$ cat src/hw/rtl/a2i_pkg.sv
`timescale 1ns / 1ps
`default_nettype none
// ----------------------------------------------------------------------------
// a2i_pkg
// Shared types, character codes and sizes of the string-to-integer parser.
// ----------------------------------------------------------------------------
package a2i_pkg;

    localparam int MAX_STRING_LEN = 4096;
    localparam int VALUE_BITS     = 64;
    localparam int POS_W          = $clog2(MAX_STRING_LEN + 1);
    localparam int BASE_W         = 6;
    localparam int CHAR_W         = 8;

    localparam logic [BASE_W-1:0] BASE_AUTO    = 6'd0;
    localparam logic [BASE_W-1:0] BASE_ONE     = 6'd1;
    localparam logic [BASE_W-1:0] BASE_MIN     = 6'd2;
    localparam logic [BASE_W-1:0] BASE_OCTAL   = 6'd8;
    localparam logic [BASE_W-1:0] BASE_DECIMAL = 6'd10;
    localparam logic [BASE_W-1:0] BASE_HEX     = 6'd16;

    localparam logic [CHAR_W-1:0] CHAR_NUL        = 8'h00;
    localparam logic [CHAR_W-1:0] CHAR_BLANK      = 8'h20;
    localparam logic [CHAR_W-1:0] CHAR_TAB        = 8'h09;
    localparam logic [CHAR_W-1:0] CHAR_CR         = 8'h0D;
    localparam logic [CHAR_W-1:0] CHAR_PLUS       = 8'h2B;
    localparam logic [CHAR_W-1:0] CHAR_MINUS      = 8'h2D;
    localparam logic [CHAR_W-1:0] CHAR_DIGIT_0    = 8'h30;
    localparam logic [CHAR_W-1:0] CHAR_DIGIT_9    = 8'h39;
    localparam logic [CHAR_W-1:0] CHAR_UPPER_A    = 8'h41;
    localparam logic [CHAR_W-1:0] CHAR_UPPER_Z    = 8'h5A;
    localparam logic [CHAR_W-1:0] CHAR_LOWER_A    = 8'h61;
    localparam logic [CHAR_W-1:0] CHAR_LOWER_Z    = 8'h7A;
    localparam logic [CHAR_W-1:0] CHAR_UPPER_X    = 8'h58;
    localparam logic [CHAR_W-1:0] CHAR_LOWER_X    = 8'h78;
    localparam logic [CHAR_W-1:0] CHAR_UPPER_BIAS = 8'd55;  // 'A' - 10
    localparam logic [CHAR_W-1:0] CHAR_LOWER_BIAS = 8'd87;  // 'a' - 10
    localparam logic [CHAR_W-1:0] CHAR_NON_DIGIT  = 8'h01;

    typedef enum logic [2:0] {
        PH_SPACE,
        PH_START,
        PH_ZERO,
        PH_DIGITS,
        PH_STOP
    } t_phase;

    typedef enum logic [1:0] {
        DS_NONE,
        DS_SEEN,
        DS_OVF
    } t_digit_status;

    typedef struct packed {
        logic              is_space;
        logic              is_minus;
        logic              is_plus;
        logic              is_zero;
        logic              is_x;
        logic              is_alnum;
        logic [BASE_W-1:0] digit;
    } t_char_class;

    typedef struct packed {
        logic [VALUE_BITS-1:0] magnitude;
        logic                  negative;
        logic                  found;
        logic                  overflow;
        logic [POS_W-1:0]      offset;
    } t_result;

endpackage
`default_nettype wire

$ cat src/hw/rtl/a2i_char_class.sv
`timescale 1ns / 1ps
`default_nettype none
// ----------------------------------------------------------------------------
// a2i_char_class
// Classifies one character and gives its digit value for radix up to 36.
// ----------------------------------------------------------------------------
module a2i_char_class
    import a2i_pkg::*;
(
    input  wire logic [CHAR_W-1:0] i_char,
    output t_char_class            o_class
);

    logic [CHAR_W-1:0] w_value;
    logic              w_num;
    logic              w_upper;
    logic              w_lower;

    always_comb begin
        w_num   = (i_char >= CHAR_DIGIT_0) && (i_char <= CHAR_DIGIT_9);
        w_upper = (i_char >= CHAR_UPPER_A) && (i_char <= CHAR_UPPER_Z);
        w_lower = (i_char >= CHAR_LOWER_A) && (i_char <= CHAR_LOWER_Z);
        if (w_num) begin
            w_value = i_char - CHAR_DIGIT_0;
        end else if (w_upper) begin
            w_value = i_char - CHAR_UPPER_BIAS;
        end else begin
            w_value = i_char - CHAR_LOWER_BIAS;
        end
        o_class.is_space = (i_char == CHAR_BLANK) ||
                           ((i_char >= CHAR_TAB) && (i_char <= CHAR_CR));
        o_class.is_minus = (i_char == CHAR_MINUS);
        o_class.is_plus  = (i_char == CHAR_PLUS);
        o_class.is_zero  = (i_char == CHAR_DIGIT_0);
        o_class.is_x     = (i_char == CHAR_UPPER_X) || (i_char == CHAR_LOWER_X);
        o_class.is_alnum = w_num || w_upper || w_lower;
        o_class.digit    = w_value[BASE_W-1:0];
    end

endmodule
`default_nettype wire

$ cat src/hw/rtl/a2i_accum.sv
`timescale 1ns / 1ps
`default_nettype none
// ----------------------------------------------------------------------------
// a2i_accum
// Multiply-add of one digit into the magnitude, saturating at the signed
// limit. The overflow test acc * base + digit > limit is the exact form of
// acc > (limit - digit) / base for nonnegative integers.
// ----------------------------------------------------------------------------
module a2i_accum
    import a2i_pkg::*;
(
    input  wire logic [VALUE_BITS-1:0] i_acc,
    input  wire logic [BASE_W-1:0]     i_base,
    input  wire logic [BASE_W-1:0]     i_digit,
    input  wire logic                  i_negative,
    output logic      [VALUE_BITS-1:0] o_acc,
    output logic                       o_overflow
);

    localparam int SUM_W = VALUE_BITS + BASE_W + 1;

    logic [VALUE_BITS-1:0] w_limit;
    logic [SUM_W-1:0]      w_sum;

    always_comb begin
        // Magnitude limit: 2^(N-1) for a negative result, 2^(N-1) - 1 otherwise.
        w_limit = {1'b1, {(VALUE_BITS-1){1'b0}}} - VALUE_BITS'(!i_negative);
        w_sum   = SUM_W'(i_acc) * SUM_W'(i_base) + SUM_W'(i_digit);
        o_overflow = w_sum > SUM_W'(w_limit);
        o_acc      = o_overflow ? w_limit : w_sum[VALUE_BITS-1:0];
    end

endmodule
`default_nettype wire

$ cat src/hw/rtl/a2i_parser.sv
`timescale 1ns / 1ps
`default_nettype none
// ----------------------------------------------------------------------------
// a2i_parser
// Per-string parse state: phase, sign, magnitude, base and positions.
// Consumes one byte per step and presents the result of a string that ends.
// ----------------------------------------------------------------------------
module a2i_parser
    import a2i_pkg::*;
(
    input  wire logic              i_clk,
    input  wire logic              i_rst_n,
    input  wire logic              i_step,
    input  wire logic              i_emit,
    input  wire logic [CHAR_W-1:0] i_byte,
    input  wire logic [BASE_W-1:0] i_number_base,
    output t_result                o_result
);

    t_phase                r_phase;
    t_phase                n_phase;
    logic                  r_neg;
    logic                  n_neg;
    logic [VALUE_BITS-1:0] r_acc;
    logic [VALUE_BITS-1:0] n_acc;
    t_digit_status         r_status;
    t_digit_status         n_status;
    logic [BASE_W-1:0]     r_base;
    logic [BASE_W-1:0]     n_base;
    logic [POS_W-1:0]      r_pos;
    logic [POS_W-1:0]      n_pos;
    logic [POS_W-1:0]      r_stop;
    logic [POS_W-1:0]      n_stop;

    logic                  w_parse;
    logic                  w_pos_full;
    logic [CHAR_W-1:0]     w_char;
    t_char_class           w_cls;
    logic [BASE_W-1:0]     w_cfg_base;
    logic [BASE_W-1:0]     w_start_base;
    logic [BASE_W-1:0]     w_zero_base;
    logic [BASE_W-1:0]     w_take_base;
    logic [BASE_W-1:0]     w_eff_base;
    logic                  w_in_start;
    logic                  w_prefix_zero;
    logic                  w_start_take;
    logic                  w_zero_x;
    logic                  w_zero_take;
    logic                  w_take;
    logic                  w_digit_ok;
    t_digit_status         w_status_in;
    logic [VALUE_BITS-1:0] w_sum_acc;
    logic                  w_sum_ovf;
    t_phase                w_p_phase;
    logic                  w_p_neg;
    logic [VALUE_BITS-1:0] w_p_acc;
    t_digit_status         w_p_status;
    logic [BASE_W-1:0]     w_p_base;
    logic [POS_W-1:0]      w_p_stop;
    logic [POS_W-1:0]      w_pos_inc;

    // Bytes past the length limit are parsed as a non-digit.
    assign w_parse    = i_step && (i_byte != CHAR_NUL);
    assign w_pos_full = r_pos >= POS_W'(MAX_STRING_LEN);
    assign w_char     = w_pos_full ? CHAR_NON_DIGIT : i_byte;
    assign w_pos_inc  = r_pos + POS_W'(1);

    a2i_char_class u_class (
        .i_char  (w_char),
        .o_class (w_cls)
    );

    a2i_accum u_accum (
        .i_acc      (r_acc),
        .i_base     (w_eff_base),
        .i_digit    (w_cls.digit),
        .i_negative (r_neg),
        .o_acc      (w_sum_acc),
        .o_overflow (w_sum_ovf)
    );

    // Decode of what this byte does in the current phase.
    always_comb begin
        w_cfg_base   = (i_number_base == BASE_ONE) ? BASE_AUTO : i_number_base;
        w_start_base = (w_cfg_base == BASE_AUTO) ? BASE_DECIMAL : w_cfg_base;
        w_zero_base  = (r_base == BASE_AUTO) ? BASE_OCTAL : r_base;
        w_in_start   = w_parse &&
                       (((r_phase == PH_SPACE) && !w_cls.is_space && !w_cls.is_minus &&
                         !w_cls.is_plus) || (r_phase == PH_START));
        w_prefix_zero = w_in_start && w_cls.is_zero &&
                        ((w_cfg_base == BASE_AUTO) || (w_cfg_base == BASE_HEX));
        w_start_take = w_in_start && !w_prefix_zero;
        w_zero_x     = w_parse && (r_phase == PH_ZERO) && w_cls.is_x;
        w_zero_take  = w_parse && (r_phase == PH_ZERO) && !w_cls.is_x;
        w_take       = w_start_take || w_zero_take || (w_parse && (r_phase == PH_DIGITS));
        if (w_start_take) begin
            w_take_base = w_start_base;
        end else if (w_zero_take) begin
            w_take_base = w_zero_base;
        end else begin
            w_take_base = r_base;
        end
        w_eff_base  = (w_take_base < BASE_MIN) ? BASE_DECIMAL : w_take_base;
        w_digit_ok  = w_cls.is_alnum && (w_cls.digit < w_eff_base);
        w_status_in = (w_zero_take && (r_status == DS_NONE)) ? DS_SEEN : r_status;
    end

    // Next phase.
    always_comb begin
        w_p_phase = r_phase;
        if (w_parse) begin
            case (r_phase)
                PH_SPACE: begin
                    if (w_cls.is_space) begin
                        w_p_phase = PH_SPACE;
                    end else if (w_cls.is_minus || w_cls.is_plus) begin
                        w_p_phase = PH_START;
                    end else if (w_prefix_zero) begin
                        w_p_phase = PH_ZERO;
                    end else begin
                        w_p_phase = w_digit_ok ? PH_DIGITS : PH_STOP;
                    end
                end
                PH_START: begin
                    if (w_prefix_zero) begin
                        w_p_phase = PH_ZERO;
                    end else begin
                        w_p_phase = w_digit_ok ? PH_DIGITS : PH_STOP;
                    end
                end
                PH_ZERO: begin
                    if (w_cls.is_x) begin
                        w_p_phase = PH_DIGITS;
                    end else begin
                        w_p_phase = w_digit_ok ? PH_DIGITS : PH_STOP;
                    end
                end
                PH_DIGITS: w_p_phase = w_digit_ok ? PH_DIGITS : PH_STOP;
                PH_STOP:   w_p_phase = PH_STOP;
                default:   w_p_phase = PH_STOP;
            endcase
        end
        n_phase = i_emit ? PH_SPACE : (i_step ? w_p_phase : r_phase);
    end

    // Datapath updates and the result of an ending string.
    always_comb begin
        w_p_neg    = r_neg || (w_parse && (r_phase == PH_SPACE) && w_cls.is_minus);
        w_p_base   = r_base;
        w_p_stop   = r_stop;
        w_p_acc    = r_acc;
        w_p_status = w_take ? w_status_in : r_status;
        if (w_prefix_zero) begin
            w_p_base = w_cfg_base;
            w_p_stop = w_pos_inc;
        end
        if (w_start_take) begin
            w_p_base = w_start_base;
        end
        if (w_zero_x) begin
            w_p_base = BASE_HEX;
            w_p_stop = '0;
        end
        if (w_zero_take) begin
            w_p_base = w_zero_base;
        end
        if (w_take && w_digit_ok) begin
            w_p_stop = w_pos_inc;
            if (w_status_in != DS_OVF) begin
                w_p_acc    = w_sum_acc;
                w_p_status = w_sum_ovf ? DS_OVF : DS_SEEN;
            end
        end

        // A held leading zero at the end of the string counts as a digit.
        o_result.found     = (w_p_status != DS_NONE) || (w_p_phase == PH_ZERO);
        o_result.overflow  = (w_p_status == DS_OVF);
        o_result.negative  = w_p_neg;
        o_result.magnitude = o_result.found ? w_p_acc : '0;
        o_result.offset    = o_result.found ? w_p_stop : '0;

        if (i_emit) begin
            n_neg    = 1'b0;
            n_acc    = '0;
            n_status = DS_NONE;
            n_base   = BASE_AUTO;
            n_stop   = '0;
            n_pos    = '0;
        end else begin
            n_neg    = w_p_neg;
            n_acc    = w_p_acc;
            n_status = w_p_status;
            n_base   = w_p_base;
            n_stop   = w_p_stop;
            n_pos    = (w_parse && !w_pos_full) ? w_pos_inc : r_pos;
        end
    end

    always_ff @(posedge i_clk) begin
        if (!i_rst_n) begin
            r_phase  <= PH_SPACE;
            r_neg    <= 1'b0;
            r_acc    <= '0;
            r_status <= DS_NONE;
            r_base   <= BASE_AUTO;
            r_pos    <= '0;
            r_stop   <= '0;
        end else if (i_step) begin
            r_phase  <= n_phase;
            r_neg    <= n_neg;
            r_acc    <= n_acc;
            r_status <= n_status;
            r_base   <= n_base;
            r_pos    <= n_pos;
            r_stop   <= n_stop;
        end
    end

endmodule
`default_nettype wire

$ cat src/hw/rtl/ascii_to_integer_parser.sv
`timescale 1ns / 1ps
`default_nettype none
// ----------------------------------------------------------------------------
// ascii_to_integer_parser
// Streaming string-to-integer parser with strtol behavior and a 64-bit result.
//
// Usage: characters arrive one per transfer on the input channel
// (i_in_valid / o_in_stall, payload i_char_byte and i_end_of_string). A zero
// byte, or a byte with i_end_of_string set, closes the string; a marked
// nonzero byte is parsed before the string closes. Each closed string yields
// exactly one transfer on the output channel (o_out_valid / i_out_stall)
// carrying the value, the digits-found and overflow flags and the end offset.
// Other bytes yield no output. The radix is written through i_cfg_we /
// i_cfg_data; the user must write it only while the block is idle, which the
// block does not enforce. It is sampled at the first byte after whitespace
// and sign. A byte is captured in the input register at its transfer and is
// parsed from there; the parse of a closing byte loads its result into the
// output register, which offers it. Throughput is one byte per cycle while
// no closing byte waits on a stalled receiver; the loop through the magnitude
// register (one 64 x 6 multiply-add and compare) sets the cycle time.
// When the receiver stalls, the result is held in the output register and a
// further byte that does not close a string is still parsed; a closing byte
// waits in the input register and the input stalls behind it.
// Reset clears the parse state and both channels and sets the radix to 10.
// ----------------------------------------------------------------------------
module ascii_to_integer_parser
    import a2i_pkg::*;
(
    input  wire logic                         i_clk,
    input  wire logic                         i_rst_n,
    // Configuration register.
    input  wire logic                         i_cfg_we,
    input  wire logic [BASE_W-1:0]            i_cfg_data,
    // Input channel.
    input  wire logic                         i_in_valid,
    output logic                              o_in_stall,
    input  wire logic [CHAR_W-1:0]            i_char_byte,
    input  wire logic                         i_end_of_string,
    // Output channel.
    output logic                              o_out_valid,
    input  wire logic                         i_out_stall,
    output logic signed [VALUE_BITS-1:0]      o_parsed_value,
    output logic                              o_digits_found,
    output logic                              o_overflowed,
    output logic [POS_W-1:0]                  o_end_offset
);

    logic [BASE_W-1:0] r_number_base;

    logic              r_in_valid;
    logic [CHAR_W-1:0] r_in_byte;
    logic              r_in_end;

    logic              r_out_valid;
    t_result           r_out;

    logic              w_emit;
    logic              w_out_free;
    logic              w_step;
    logic              w_in_take;
    t_result           w_result;

    // The held byte closes a string when it is zero or carries the end mark.
    assign w_emit     = (r_in_byte == CHAR_NUL) || r_in_end;
    // The output register can take a result when empty or drained this cycle.
    assign w_out_free = !r_out_valid || !i_out_stall;
    // A held byte is consumed unless its result would find the output full.
    assign w_step     = r_in_valid && (!w_emit || w_out_free);
    assign o_in_stall = r_in_valid && !w_step;
    assign w_in_take  = i_in_valid && !o_in_stall;

    always_ff @(posedge i_clk) begin
        if (!i_rst_n) begin
            r_number_base <= BASE_DECIMAL;
        end else if (i_cfg_we) begin
            r_number_base <= i_cfg_data;
        end
    end

    // Input register.
    always_ff @(posedge i_clk) begin
        if (!i_rst_n) begin
            r_in_valid <= 1'b0;
        end else if (w_in_take) begin
            r_in_valid <= 1'b1;
        end else if (w_step) begin
            r_in_valid <= 1'b0;
        end
    end

    always_ff @(posedge i_clk) begin
        if (w_in_take) begin
            r_in_byte <= i_char_byte;
            r_in_end  <= i_end_of_string;
        end
    end

    a2i_parser u_parser (
        .i_clk         (i_clk),
        .i_rst_n       (i_rst_n),
        .i_step        (w_step),
        .i_emit        (w_step && w_emit),
        .i_byte        (r_in_byte),
        .i_number_base (r_number_base),
        .o_result      (w_result)
    );

    // Output register.
    always_ff @(posedge i_clk) begin
        if (!i_rst_n) begin
            r_out_valid <= 1'b0;
        end else if (w_step && w_emit) begin
            r_out_valid <= 1'b1;
        end else if (!i_out_stall) begin
            r_out_valid <= 1'b0;
        end
    end

    always_ff @(posedge i_clk) begin
        if (w_step && w_emit) begin
            r_out <= w_result;
        end
    end

    // The magnitude is kept unsigned; the sign is applied on the way out.
    assign o_out_valid    = r_out_valid;
    assign o_parsed_value = r_out.negative ? -r_out.magnitude : r_out.magnitude;
    assign o_digits_found = r_out.found;
    assign o_overflowed   = r_out.overflow;
    assign o_end_offset   = r_out.offset;

endmodule
`default_nettype wire

$ cat config.mk
export PLATFORM = sky130hd
export DESIGN_NAME = ascii_to_integer_parser
export DESIGN_NICKNAME = d
export VERILOG_FILES = /design/src/hw/rtl/a2i_pkg.sv /design/src/hw/rtl/a2i_char_class.sv /design/src/hw/rtl/a2i_accum.sv /design/src/hw/rtl/a2i_parser.sv /design/src/hw/rtl/ascii_to_integer_parser.sv
export SDC_FILE = /design/constraint.sdc
export NUM_CORES = 2
export LEC_CHECK = 0
export BUFFER_PORTS_ARGS = -buffer_cell sky130_fd_sc_hd__buf_4
export CORE_MARGIN = 10
export CORE_UTILIZATION = 40
export CTS_BUF_LIST = sky130_fd_sc_hd__clkbuf_16
export CTS_CLUSTER_SIZE = 8
export DETAILED_ROUTE_END_ITERATION = 7
export SETUP_SLACK_MARGIN = 0.05
export SYNTH_ARGS = -nofsm -noshare
export SYNTH_HDL_FRONTEND = slang
export SYNTH_SLANG_ARGS = --single-unit
export TNS_END_PERCENT = 10
$ cat constraint.sdc
create_clock -name i_clk -period 12.95 [get_ports i_clk]
set_clock_uncertainty 0.15 [all_clocks]
set_input_delay 1.9425 -clock i_clk [delete_from_list [all_inputs] [get_ports i_clk]]
set_output_delay 1.9425 -clock i_clk [all_outputs]
set_load 0.01 [all_outputs]
Word-level counts from Yosys, hierarchy flattened --
Index checks and enable logic that the tools add are counted.
Operators by class: add/subtract/negate cells 7, multiply operators 1, order comparisons 12, equality and inequality tests 15, mux-type cells 44, reduce and logical (&&, ||, !) cells 64
Operators with widths (number):
- 64-bit two-way mux | 5
- 13-bit two-way mux | 6
- 6-bit two-way mux | 13
- 70-bit by 6-bit adder with 71-bit output | 1
- 71-bit by 64-bit > comparator with 1-bit output | 1
- 64-bit by 6-bit multiplier with 70-bit output | 1
- 64-bit negation | 1
- 64-bit by 1-bit subtractor with 64-bit output (first input constant) | 1
- 8-bit by 6-bit == test with 1-bit output (second input constant) | 4
- 1-bit logical AND | 26
- 3-bit two-way mux | 7
- 8-bit by 7-bit == test with 1-bit output (second input constant) | 2
- 8-bit by 7-bit >= comparator with 1-bit output (second input constant) | 2
- 8-bit by 7-bit less-or-equal comparator with 1-bit output (second input constant) | 2
- 1-bit logical OR | 14
- 13-bit by 1-bit adder with 13-bit output (second input constant) | 1
- 13-bit >= comparator (second input constant) | 1
- 1-bit zero test | 12
- 6-bit zero test | 2
- 2-bit two-way mux | 6
- 3-bit case mux with 4 select lines | 1
- 6-bit subtractor (second input constant) | 2
- 3-bit by 2-bit == test with 1-bit output (second input constant) | 3
- 8-bit by 4-bit >= comparator with 1-bit output (second input constant) | 1
- other kinds (21) | 28
Storage, ports and cells: register bits 199, input bits 20, output and inout bits 81, logic and storage cells 160

Depth between registers and ports, before layout --
depth after elaboration 28, depth in mapped cells 46

By module --
From an unflattened synthesis, not the netlist that was laid out.
Second synthesis, totals: cells, all modules 2920, area total of the unflattened synthesis 26028.7 um2
By module, submodules not included:
- a2i_accum | instances 1, cells each 1832, area each 15437.3 um2, sequential area each 0.0 um2
- a2i_parser | instances 1, cells each 688, area each 5491.5 um2, sequential area each 2042.0 um2
- ascii_to_integer_parser | instances 1, cells each 338, area each 4616.9 um2, sequential area each 2832.7 um2
- a2i_char_class | instances 1, cells each 62, area each 483.0 um2, sequential area each 0.0 um2

Worst setup path before layout --
OpenSTA, ideal clock, no wires.
path type input to register, start input i_out_stall, end register r_out[16] (netlist name), data pin, setup time 0.274 ns, arrival 10.686 ns, required time 12.526 ns, setup slack 1.840 ns, stages 41, path buffers 3, cells stage by stage nand3_1 > nand3_1 > or2_2 > nor2_1 > nand2_1 > o21ai_0 > nor3b_1 > a21oi_1 > clkbuf_1 > and2_1 > fa_1 > inv_1 > fa_1 > inv_1 > fa_1 > inv_1 > fa_1 > inv_1 > [5 not listed] > o211a_1 > o21ai_0 > a21oi_1 > o21ai_0 > xor2_1 > ha_1 > nand4_1 > or3_1 > nor2_1 > a41oi_1 > o21ai_0 > a31oi_1 > a211oi_1 > nand3_1 > clkbuf_1 > o21ai_1 > clkbuf_1 > a31oi_1
Between the ends: cells in the longest elaborated chain, start to end 23, elaborated cells on any way between the ends 45
RTL lines:
- start, declared | line ascii_to_integer_parser.sv:41 | input wire logic i_out_stall,
- 1-bit zero test (*)
- 1-bit logical OR (*) | line ascii_to_integer_parser.sv:66 | assign w_out_free = !r_out_valid || !i_out_stall;
- 1-bit logical OR (*) | line ascii_to_integer_parser.sv:68 | assign w_step = r_in_valid && (!w_emit || w_out_free);
- 1-bit logical AND (*) | line ascii_to_integer_parser.sv:68
- 1-bit logical AND (*) | line a2i_parser.sv:63 | assign w_parse = i_step && (i_byte != CHAR_NUL);
- parallel branches: the longest is 18 deep, another holds 70-bit by 6-bit adder with 71-bit output
- end signal, assigned | line ascii_to_integer_parser.sv:121 | r_out <= w_result;
- end, declared | line ascii_to_integer_parser.sv:55 | t_result r_out;
Every way passes the cells marked *. A chain may end at the register's enable or synchronous reset.

Worst setup path after layout --
start input i_out_stall, end register r_out[35] (netlist name), data pin
The elaborated chain is that of the path after synthesis.

==> metrics <==
status=finished clean; worst setup path end=r_out[35]; TNS Setup=0 ps; post-CTS sizing=0; Worst VDD drop=0.0000986 V; met2 Use GR=34.1%; Critical Path End Type=flop; register share of total power=47.0%; Core Util, Final=43.9%; hold buffer count at CTS=0; post-synthesis sequential area ratio=between 10% and 20%; vias per cell=5.94; DPL Wire Length=~60,000 um; P_leak=12.7 nW; Clock power frac=between 30% and 40%; design area=27,600 um^2; Crit path largest cell delay=550 ps; async set or reset register ratio after synthesis=0%; Data required, critical path=roughly 13,000 ps; Initial Util=40.3%; IO Count=101; Tot GR Track Use=21.1%; Rel. slew slack=23.7%; Mapped Cells=2,794; synthesized cell area=25,300 um^2; largest net degree at the start of global routing=70; CTS Buf Count=17; CTS tree=done; Hold WC Path Type=flop to flop; ratio of cells with drive above 1 in the final layout=between 8 and 9%; num rows=92; yosys warns=0; Pwr Total=1.44 mW; top post-synthesis cells by count=and2_1, fa_1, ha_1; gr ovfl total=0; Worst Path Arrival=12,280 ps; met3 global-route usage=2.89%; worst skew pair latency=470 ps; PortBufs=100; Synth area leaders=fa_1, ha_1, edfxtp_1, dfxtp_1, and2_1; Core Region=62,900 um^2; Final #Nets=between 3k and 4k; most common cell in the synthesized netlist=and2_1; drc violations=0; TritonCTS Sinks=199; placed cell count=between 3k and 4k; DR pass1 iterations=7; Vias=21.7k; die width=between 200 and 300 um; minimum clock period=12,220 ps; busiest grt layer=met2; Worst Tran Pin Value=between 1000 and 1500 ps; Post-synth EDFFs=89; power share of the combinational group=14.3%; Root Driver=clkbuf_16; Netlist cell types=80; CP startpoint=i_out_stall; Max Freq=81.8 MHz; routed len/inst=21.5 um; dpl ws=around 250 ps; final worst slack=732 ps; FF+latch count, synth=199; clk buf depth=2; CTS clock-pin slew for the worst setup and hold paths=80 ps; biggest area consumer among synthesized cells=fa_1; gpl congestion=slightly above 0.9; Mean Syn Cell Area=9.07 um^2; Final Max Tran Viols=0; met1 Resource Use GR=28.7%; DRT iter0 DRCs=1,785; ys flop type=dfxtp_1; antenna-violating nets left=0; first-pass GRT wire length=126,000 um; cell-internal power=993 uW; final wirelength=78,700 um; worst-path fanout max=47; Synth top area share=19.9%; R2R depth=35; H-tree lvl count=4; Placed Area=about 27,000 um^2; FF-to-FF setup slack=850 ps; RSZ-0062 raised after global routing=false; final setup fails=0; initial antenna violation count=0; Finished Layout Cells=~3.7k; max cap viols=0; Ant. Diodes=0; Hold Fails Final Rpt=0; net count after synthesis=~3.3k; filler instances=between 6k and 7k; Die H=272 um; DIE AREA=73,800 um^2; Psw=451 uW; post-CTS setup buffers=0; crit path max-delay cell type=or4_1; PwrDens=52.3 nW/um^2; crit start category=input pin; Setup CP Type=input pin to flop; r2r startpoint=u_parser.r_pos[12]; Sw Ratio=31.3%; P&R area growth vs syn=9.00%; hold slack=between 300 and 400 ps; final worst-path cycle share=94.3%; Crit Reg-Reg Endpoint=r_out[35]; vias in the first global route=22.1k
==> power by group through the flow <==
stage | registers, mW | clock network, mW | logic [mW]
3_5_place_dp | 0.693 | 0 | 0.204
3_3_place_gp | 0.693 | 0 | 0.199
4_1_cts | 0.679 | 0.564 | 0.204
6_report | 0.679 | 0.559 | 0.206
2_1_floorplan | 0.689 | 0 | 0.117
5_1_grt | 0.681 | 0.588 | 0.222
==> cell families (layout without fill, tap and decap cells) <==
logic type | count (synthesis) | after routing | share of synthesized area, %
flip-flops | 199 | 199 | 19.2
buffers and inverters | 354 | 369 | 5.46
AND/OR/NAND/NOR | 952 | 952 | 20.2
XOR/XNOR | 142 | 142 | 4.91
multiplexers | 19 | 19 | 0.775
adder cells (fa/ha/maj) | 483 | 483 | 31.3
AO/OA/AOI/OAI | 645 | 646 | 18.0
==> cells in the final DEF (no fill, tap or decap), drive strengths merged, types with 18 or more instances in the layout <==
cell type / n
a211oi: 28
a21o: 41
a21oi: 119
a221o: 98
a31oi: 28
and2: 259
and3: 18
buf: 141
dfxtp: 110
edfxtp: 89
fa: 252
ha: 231
inv: 203
nand2: 196
nand2b: 22
nand3: 49
nand4: 59
nor2: 143
nor2b: 92
nor3: 28
o211ai: 21
o21a: 24
o21ai: 138
o31ai: 27
or3: 28
xnor2: 105
xor2: 37
==> registers in the layout, summed over array words and instances, names as in the netlist, 2 cells and up <==
signal	cells
o_end_offset	13
u_parser.r_status	2
u_parser.r_pos	13
r_in_byte	8
r_number_base	6
u_parser.r_stop	13
u_parser.r_base	6
r_out	65
u_parser.r_acc	64
u_parser.r_phase	3
==> critical path, delay by kind of cell <==
family	cells	cell delay (ps)
and+or+nand+nor	12	3390
AOI/OAI and AO/OA	14	3570
adders and majority gates	6	2510
buffers and inverters	3	810
==> how the worst min path moves through the flow <==
stage	slack (ps)	end	start	cells after the start
final	340	u_parser.r_stop[2]	u_parser.r_stop[2]	1
after global routing	360	u_parser.r_stop[2]	u_parser.r_stop[2]	1
after CTS	340	u_parser.r_stop[5]	u_parser.r_stop[5]	1
after detailed placement	310	u_parser.r_stop[2]	u_parser.r_stop[2]	1
after global placement	310	u_parser.r_stop[5]	u_parser.r_stop[5]	1
after floorplan	290	u_parser.r_stop[10]	u_parser.r_stop[10]	1
==> final cells by class <==
cell class / instances / area, um^2 / area share (%)
Multi-Input combinational cell: 2242 / 19200 / 69.6
Sequential cell: 199 / 4880 / 17.7
Timing Repair Buffer: 141 / 1120 / 4.06
Tap cell: 846 / 1060 / 3.83
Inverter: 196 / 736 / 2.66
Clock buffer: 17 / 425 / 1.54
Clock inverter: 15 / 179 / 0.648
==> layer usage <==
| layer | routed length (um) | vias to the layer above | part of all wire (%) |
|---|---|---|---|
| li1 | - | 9874 | - |
| met1 | 35200 | 10900 | 45 |
| met2 | 36000 | 787 | 46 |
| met3 | 4980 | 132 | 6.3 |
| met4 | 2470 | 0 | 3.1 |
| met5 | 0 | - | 0 |
(Power assumes the default switching activity.)
